--- config.mk ---
export PLATFORM = sky130hd
export DESIGN_NAME = rss_cfg
export DESIGN_NICKNAME = d
export VERILOG_FILES = /design/src/design/rss_pkg.sv /design/src/design/rss_cfg.sv
export SDC_FILE = /design/constraint.sdc
export NUM_CORES = 1
export LEC_CHECK = 0
export BUFFER_PORTS_ARGS = -buffer_cell sky130_fd_sc_hd__buf_2
export CORE_UTILIZATION = 50
export DETAILED_ROUTE_END_ITERATION = 7
export MAX_ROUTING_LAYER = met4
export PLACE_DENSITY = 0.8
export SETUP_SLACK_MARGIN = 0.1
export SYNTH_ARGS = -nofsm -noshare
export SYNTH_HDL_FRONTEND = slang
export SYNTH_SLANG_ARGS = --single-unit
--- constraint.sdc ---
create_clock -name clk -period 0.9 [get_ports clk]
set_input_delay 0.18 -clock clk [delete_from_list [all_inputs] [get_ports clk]]
set_output_delay 0.18 -clock clk [all_outputs]
set_load 0.01 [all_outputs]
--- src/design/rss_pkg.sv ---
// ---------------------------------------------------------------------------
// rss_pkg
// shared constants, register codes and config struct for the inverse
// rotate/scale source address generator
// ---------------------------------------------------------------------------
package rss_pkg;

	// fixed point fraction bits of cosine, sine and inverse scales
	localparam int FRAC_BITS = 10;

	// both fraction shifts (scale step and pixel floor) folded into one
	localparam int SHIFT_W   = 2 * FRAC_BITS;

	localparam int COORD_IN_W = 16;
	localparam int DIFF_W     = COORD_IN_W + 1;       // screen minus pivot
	localparam int TRIG_W     = 12;
	localparam int SCALE_IN_W = 21;
	localparam int SCALE_W    = SCALE_IN_W + 1;       // scale as signed operand
	localparam int PR1_W      = TRIG_W + DIFF_W;      // one rotation product
	localparam int ROT_W      = PR1_W + 1;            // rotated offset
	localparam int PROD_W     = ROT_W + SCALE_W;      // scaled offset
	localparam int COORD_W    = PROD_W - SHIFT_W + 1; // source pixel, full width
	localparam int BPP_W      = 3;
	localparam int WORD_W     = 32;

	localparam int CFG_IDX_W  = 3;

	// register indexes of the configuration port
	typedef enum logic [CFG_IDX_W-1:0] {
		REG_ROT_COS      = 3'd0,
		REG_ROT_SIN      = 3'd1,
		REG_XSCALE_RECIP = 3'd2,
		REG_YSCALE_RECIP = 3'd3,
		REG_IMAGE_PIVOT  = 3'd4,
		REG_SCR_PIVOT    = 3'd5,
		REG_IMAGE_SIZE   = 3'd6,
		REG_BYTES_PP     = 3'd7
	} cfg_index_t;

	// reset values
	localparam logic [TRIG_W-1:0]     ROT_COS_RST     = 12'd1024;
	localparam logic [TRIG_W-1:0]     ROT_SIN_RST     = 12'd0;
	localparam logic [SCALE_IN_W-1:0] INV_SCALE_RST   = 21'd1024;
	localparam logic [WORD_W-1:0]     PIVOT_RST       = 32'd0;
	localparam logic [WORD_W-1:0]     IMAGE_SIZE_RST  = 32'd65537;
	localparam logic [BPP_W-1:0]      BYTES_PP_RST    = 3'd2;

	typedef struct packed {
		logic [TRIG_W-1:0]     rot_cos;
		logic [TRIG_W-1:0]     rot_sin;
		logic [SCALE_IN_W-1:0] xscale_recip;
		logic [SCALE_IN_W-1:0] yscale_recip;
		logic [WORD_W-1:0]     image_pivot;
		logic [WORD_W-1:0]     scr_pivot;
		logic [WORD_W-1:0]     image_size;
		logic [BPP_W-1:0]      bytes_per_pixel;
	} cfg_t;

endpackage

--- src/design/rss_cfg.sv ---
// ---------------------------------------------------------------------------
// rss_cfg
// configuration register file, written one register per beat
// ---------------------------------------------------------------------------
module rss_cfg
	import rss_pkg::*;
(
	input  logic                 clk,
	input  logic                 arst_n,
	input  logic                 cfg_valid,
	output logic                 cfg_ready,
	input  logic [CFG_IDX_W-1:0] cfg_index,
	input  logic [WORD_W-1:0]    cfg_data,
	output cfg_t                 cfg
);

	cfg_t cfg_q;

	assign cfg_ready = 1'b1;
	assign cfg       = cfg_q;

	always_ff @(posedge clk or negedge arst_n) begin
		if (!arst_n) begin
			cfg_q.rot_cos         <= ROT_COS_RST;
			cfg_q.rot_sin         <= ROT_SIN_RST;
			cfg_q.xscale_recip    <= INV_SCALE_RST;
			cfg_q.yscale_recip    <= INV_SCALE_RST;
			cfg_q.image_pivot     <= PIVOT_RST;
			cfg_q.scr_pivot       <= PIVOT_RST;
			cfg_q.image_size      <= IMAGE_SIZE_RST;
			cfg_q.bytes_per_pixel <= BYTES_PP_RST;
		end else if (cfg_valid && cfg_ready) begin
			case (cfg_index_t'(cfg_index))
				REG_ROT_COS:      cfg_q.rot_cos         <= cfg_data[TRIG_W-1:0];
				REG_ROT_SIN:      cfg_q.rot_sin         <= cfg_data[TRIG_W-1:0];
				REG_XSCALE_RECIP: cfg_q.xscale_recip    <= cfg_data[SCALE_IN_W-1:0];
				REG_YSCALE_RECIP: cfg_q.yscale_recip    <= cfg_data[SCALE_IN_W-1:0];
				REG_IMAGE_PIVOT:  cfg_q.image_pivot     <= cfg_data;
				REG_SCR_PIVOT:    cfg_q.scr_pivot       <= cfg_data;
				REG_IMAGE_SIZE:   cfg_q.image_size      <= cfg_data;
				REG_BYTES_PP:     cfg_q.bytes_per_pixel <= cfg_data[BPP_W-1:0];
				default:          cfg_q                 <= cfg_q;
			endcase
		end
	end

endmodule

==> results.sh, run 1 <==
export IMPL_status="finished with violations"
export IMPL_violations="negative setup slack"
export IMPL_hold_violations=0
export IMPL_slowest_stage="dfstp_2"
export IMPL_crit_buf_inv=1
export IMPL_drt_iter0_drc=248
export IMPL_final_fill_count=489
export IMPL_yosys_register_bits=165
export IMPL_post_drt_wl_per_cell_um=25.0
export IMPL_grt_pass1_vias=4953
export IMPL_ys_seq_area_share_pct=64.6
export IMPL_crit_chain="buf_6"
export IMPL_crit_required_ps=720
export IMPL_largest_reg_flops=165
export IMPL_endpoint_kind="output port"
export IMPL_cts_buffer_depth=2
export IMPL_cp_arrival_ps=1090
export IMPL_finalClockSkew_ps=0
export IMPL_start_util_pct=52.2
export IMPL_finalWirelength_um=22300
export IMPL_clk_pin_slew_ps=70
export IMPL_grt_pass1_wl_um=29700
export IMPL_yosys_warnings=0
export IMPL_cp_startpoint="cfg[130]"
export IMPL_ant_nets=0
export IMPL_avgViaCountPerCell=5.29
export IMPL_design_portCount=204
export IMPL_vias=4705
export IMPL_drv_slew=0
export IMPL_netlist_instances=360
export IMPL_overflow=0
export IMPL_row_count=40
export IMPL_netlist_area_um2=6400
export IMPL_h_tree_depth=4
export IMPL_report_power_total_mw=27.0
export IMPL_worstHoldStart="cfg_data[25]"
export IMPL_clk_latency_ps=420
export IMPL_synth_avg_cell_area_um2=17.8
export IMPL_layout_setup_ws_ps=-373
export IMPL_synthesis_nets=398
export IMPL_critical_path_top_delay_family="flip-flops"
export IMPL_port_buffers=202
export IMPL_cts_tree="built"
export IMPL_setup_worst_path_start_class="flip-flop"
export IMPL_dr_pass1_iters=6
export IMPL_power_leakage_nw=5.46
export IMPL_hp_class="in -> reg"
export IMPL_antenna_found_initial=0
export IMPL_regToRegStartpoint="cfg[78]"
export IMPL_num_antenna_cells=0
export IMPL_ir_worst_vdd_mv=1.74
export IMPL_power_density_nw_per_um2=2520
export IMPL_cts_root_buf="clkbuf_16"
export IMPL_dieArea_um2=13300
export IMPL_ys_types=15
export IMPL_gp_congestion=0.761
export IMPL_maxCapViolations=0
export IMPL_nets=747
export IMPL_cts_sinks=165
export IMPL_max_stage_delay_ps=550
export IMPL_finish_utilization_pct=87.2
export IMPL_die_x_um=115
export IMPL_die_h_um=115
export IMPL_critPathKind="reg -> out"
export IMPL_rsz0062_at_grt="true"
export IMPL_grt_max_degree=41
export IMPL_drive_gt1_share_pct=77.0
export IMPL_grt_use_total_pct=32.6
export IMPL_area_growth_pct=67.1
export IMPL_final_min_clock_period_ps=1270
export IMPL_cts_made_buffers=17
export IMPL_post_route_period_util_pct=141
export IMPL_max_freq_ghz=0.786
export IMPL_setup_viol=299
export IMPL_hpwlAfterDp_um=10200
export IMPL_drc=0
export IMPL_path_max_fanout=2
export IMPL_coreArea_um2=12300
==> synth_stat cells <==
library cell    n  share of area, %
buf_6           8               1.4
buf_4           4              0.47
nand4b_1        1              0.14
and4bb_1        1              0.20
mux2_1         12               2.1
conb_1          1             0.059
nor4b_4         1              0.37
nand4b_4        2              0.74
mux2_4         30               7.0
mux2_2        123                22
and4bb_2        2              0.39
dfrtp_1       159                62
nand4_1         1             0.098
dfstp_2         6               2.5
buf_2           9              0.70
==> routing by layer <==
layer,routed length [um],GRT usage [%],vias to the layer above
met5,0,-,-
met4,918,11.8,0
met3,1240,7.70,63
met2,11700,56.6,215
met1,8440,36.6,2444
li1,-,-,1983
==> path summary, 6_finish.rpt <==
path | to | slack (ps) | cells past startpoint
hold / removal | cfg[92] | 10 | 2
setup reg to reg | cfg[78] | -150 | 3
max in group asynchronous | cfg[102] | 180 | 3
min in group asynchronous | cfg[153] | 190 | 2
hold reg to reg | cfg[40] | 500 | 1
setup / recovery | cfg[130] | -370 | 1
==> cell usage in the layout (no fill, tap or decap) <==
master,instances
nand4b_4,2
inv_6,1
bufinv_16,6
buf_2,151
nand4b_1,1
dlygate4sd3_1,1
dfrtp_1,159
buf_6,85
clkbuf_8,1
dfstp_2,6
buf_4,69
mux2_2,35
buf_12,28
and4bb_4,3
nand4_1,1
nor4b_4,1
clkinvlp_4,1
buf_8,6
clkbuf_1,3
clkinv_4,3
buf_16,8
clkbuf_16,20
conb_1,1
mux2_4,130
==> power by group <==
part	internal [mW]	total, mW	switching, mW
Combinational	5.10	8.24	3.14
Sequential	9.11	10.3	1.21
Clock	5.31	8.40	3.09
==> cell type report <==
cell class | count | area, um2 | share of cell area [%]
tap | 168 | 210 | 1.97
multi-input combinational | 174 | 2480 | 23.2
timing repair buffer | 351 | 3190 | 29.8
clock inverter | 11 | 223 | 2.08
sequential | 165 | 4140 | 38.7
clock buffer | 21 | 450 | 4.21
==> metrics by stage <==
step	cell area [um2]	setup WS (ps)	setup TNS, ps	std cells	hold WS [ps]
floorplan	6640	-355	-38230	360	-116
global placement	7950	-490	-65380	732	75.6
detailed placement	7950	-513	-69690	732	85.1
CTS	10100	-359	-45240	849	5.30
global route	10700	-387	-54180	890	25.7
finish	10700	-373	-49430	890	13.2
==> repair_timing <==
action	in CTS	in global routing
hold buffers	1	0
setup buffers	69	68
endpoints found under the setup margin	323	326
pin swaps	6	5
resized for setup	128	70
gates cloned	15	2
endpoints found under the hold margin	163	0
==> cells by family after synthesis <==
kind of cell	count (synthesis)	synth area share, %
muxes	165	30.8
DFF	165	64.6
buffers and inverters	21	2.58
and+or+nand+nor	8	1.94
other	1	0.0586
No activity file was read; power rests on OpenSTA's default activity.
==> run 2, diff against run 1 <==
--- a/config.mk
+++ b/config.mk
@@ -5,6 +5,7 @@
 export SDC_FILE = /design/constraint.sdc
 export NUM_CORES = 1
 export LEC_CHECK = 0
+export ABC_AREA = 1
 export BUFFER_PORTS_ARGS = -buffer_cell sky130_fd_sc_hd__buf_2
 export CORE_UTILIZATION = 50
 export DETAILED_ROUTE_END_ITERATION = 7
==> run 2 against run 1 <==
  * The run still ends with negative setup slack left
  * Power is 12% lower
  * Largest cell class unchanged
  * Final cell count grew 39%
  * Sequential cell count unchanged
  * Critical path type unchanged
  * Clock power shrank 12%
==> results.sh, run 2 <==
export IMPL_instances_no_fill=1241
export IMPL_antenna_found_initial=0
export IMPL_p_sw_mw=7.06
export IMPL_dr_pass1_iters=5
export IMPL_pwr_share_comb_pct=27.4
export IMPL_synth_area_leaders="dfrtp_1, nand2_1, nand3_1"
export IMPL_layout_setup_ws_ps=-358
export IMPL_synthArstFlopShare_pct=100
export IMPL_post_route_period_util_pct=140
export IMPL_setup_worst_path_start_class="flip-flop"
export IMPL_p_sw_share_pct=29.8
export IMPL_finalWirelength_um=21800
export IMPL_ys_flop_type="dfrtp_1"
export IMPL_grt_pass1_vias=5941
export IMPL_h_tree_depth=4
export IMPL_drc=0
export IMPL_die_h_um=115
export IMPL_nets=1098
export IMPL_rsz0062_at_grt="true"
export IMPL_drv_slew=0
export IMPL_power_density_nw_per_um2=2410
export IMPL_most_common_layout_cells="nand2_1, dfrtp_1, buf_2"
export IMPL_crit_chain="buf_6"
export IMPL_cts_made_buffers=17
export IMPL_power_leakage_nw=5.62
export IMPL_gp_congestion=0.867
export IMPL_max_freq_ghz=0.795
export IMPL_post_drt_wl_per_cell_um=17.6
export IMPL_cts_sinks=165
export IMPL_netlist_area_um2=6390
export IMPL_max_stage_delay_ps=550
export IMPL_dp_cells=1096
export IMPL_die_x_um=115
export IMPL_row_count=40
export IMPL_grt_max_degree=33
export IMPL_ant_nets=0
export IMPL_largest_reg_flops=165
export IMPL_critPathKind="reg -> out"
export IMPL_synth_edf_count=0
export IMPL_cp_arrival_ps=1080
export IMPL_crit_buf_inv=1
export IMPL_coreArea_um2=12200
export IMPL_endpoint_kind="output port"
export IMPL_cts_buffer_depth=2
export IMPL_placed_cell_area_um2=7900
export IMPL_violations="negative setup slack"
export IMPL_num_antenna_cells=0
export IMPL_p_clk_share_pct=31.3
export IMPL_synth_avg_cell_area_um2=8.75
export IMPL_drt_iter0_drc=580
export IMPL_crit_required_ps=720
export IMPL_path_max_fanout=2
export IMPL_design_portCount=204
export IMPL_crit_cells=1
export IMPL_yosysMostFrequentCell="nand2_1"
export IMPL_dieArea_um2=13200
export IMPL_hp_class="in -> reg"
export IMPL_cts_root_buf="clkbuf_16"
export IMPL_r2r_cells=4
export IMPL_final_cell_area_um2=9820
export IMPL_synthesis_nets=768
export IMPL_area_growth_pct=53.8
export IMPL_ys_types=13
export IMPL_internal_power_mw=16.6
export IMPL_ir_worst_vdd_mv=1.61
export IMPL_avgViaCountPerCell=5.20
export IMPL_slowest_stage="dfstp_2"
export IMPL_drive_gt1_share_pct=39.6
export IMPL_final_common_cell="nand2_1"
export IMPL_vias=6457
export IMPL_hold_depth=3
export IMPL_final_min_clock_period_ps=1260
export IMPL_grt_pass1_wl_um=30600
export IMPL_start_util_pct=52.3
export IMPL_netlist_instances=730
export IMPL_clk_pin_slew_ps=60
export IMPL_critical_path_top_delay_family="flip-flops"
export IMPL_yosys_register_bits=165
export IMPL_yosys_warnings=0
export IMPL_clk_latency_ps=420
export IMPL_port_buffers=202
export IMPL_synth_top_cell_by_area="dfrtp_1"
export IMPL_setup_viol=165
export IMPL_finalClockSkew_ps=0
export IMPL_ys_top_cells_by_count="nand2_1, dfrtp_1, nand3_1, buf_2, clkbuf_1"
export IMPL_grt_use_total_pct=32.2
export IMPL_overflow=0
export IMPL_hpwlAfterDp_um=12600
export IMPL_ys_seq_area_share_pct=64.8
export IMPL_status="finished with violations"
export IMPL_final_fill_count=795
export IMPL_hold_violations=0
export IMPL_synth_top_cell_area_share_pct=62.3
export IMPL_cts_tree="built"
export IMPL_maxCapViolations=0
export IMPL_p_seq_share_pct=41.3
run 2: cell types whose count changed in the layout (fill, tap and decap cells not counted), sizes merged, moves of 3 or more:
cell	before	now
nand3	0	77
nand2	0	431
buf	347	341
mux2	165	0
bufinv	6	3
and4bb	3	0
nor2	0	8
inv	1	6
clkbuf	24	20
clkinv	3	8
dlygate4sd3	1	11
nand4b	3	0
run 2: timing repair:
item | 4_1_cts | 5_1_grt
setup buffers | 55 | 58
setup endpoints to repair | 165 | 197
pin swaps | 0 | 22
endpoints found under the hold margin | 176 | 0
gates resized for setup | 36 | 68
hold buffers | 11 | 0
run 2: worst min-delay path, delay by kind of cell:
family        cells  cell delay, ps
buf+inv           1             130
simple gates      2             110
run 2: final cells by class:
class	instances	area, um2	share of cell area, %
well taps	168	210	2.14
clock inverters	13	156	1.59
flip-flops and latches	165	4140	42.1
inverters	6	35.0	0.357
multi-input cells	517	2180	22.2
clock buffers	19	443	4.51
repair buffers	353	2660	27.1
run 2: kinds of logic after synthesis:
logic type,count (synthesis),share of synthesized area (%)
buf+inv,48,3.31
simple gates,516,31.9
flops,165,64.8
other cells,1,0.0587
run 2: metrics by stage:
| stage | setup TNS [ps] | worst slack (ps) | util (%) | hold WS (ps) | power (mW) |
|---|---|---|---|---|---|
| 2_1_floorplan | 0 | 49.6 | - | -116 | 11.7 |
| 6_report | -38990 | -358 | 80.4 | 22.4 | 23.7 |
| 3_3_place_gp | -30790 | -287 | 64.7 | 83.2 | 13.9 |
| 3_5_place_dp | -35310 | -345 | 64.7 | 87.4 | 14.1 |
| 4_1_cts | -40180 | -368 | 75.5 | 3.46 | 22.5 |
| 5_1_grt | -43450 | -377 | 80.4 | 16.2 | 24.7 |
run 2: power groups by stage:
stage	logic (mW)	registers [mW]	clock network (mW)
2_1_floorplan	1.36	10.4	0
3_3_place_gp	4.20	9.69	0
3_5_place_dp	4.34	9.71	0
4_1_cts	5.38	9.64	7.45
5_1_grt	7.00	9.89	7.81
6_report	6.48	9.79	7.41
run 2: final timing paths:
check                        startpoint        to  slack (ps)
hold / removal             cfg_data[30]   cfg[33]          20
max in group asynchronous        arst_n  cfg[130]         140
hold reg to reg                 cfg[97]   cfg[97]         470
min in group asynchronous        arst_n   cfg[44]         240
setup / recovery                 cfg[1]    cfg[1]        -360
setup reg to reg                cfg[34]   cfg[34]          20
run 2: routing by layer:
layer  up-vias  part of all wire, %  track usage [%]
li1       2917                    -                -
met1      3074                   37             39.3
met2       366                   51             51.1
met3       100                  6.6             5.96
met4         0                  5.0             17.1
met5         -                    0                -
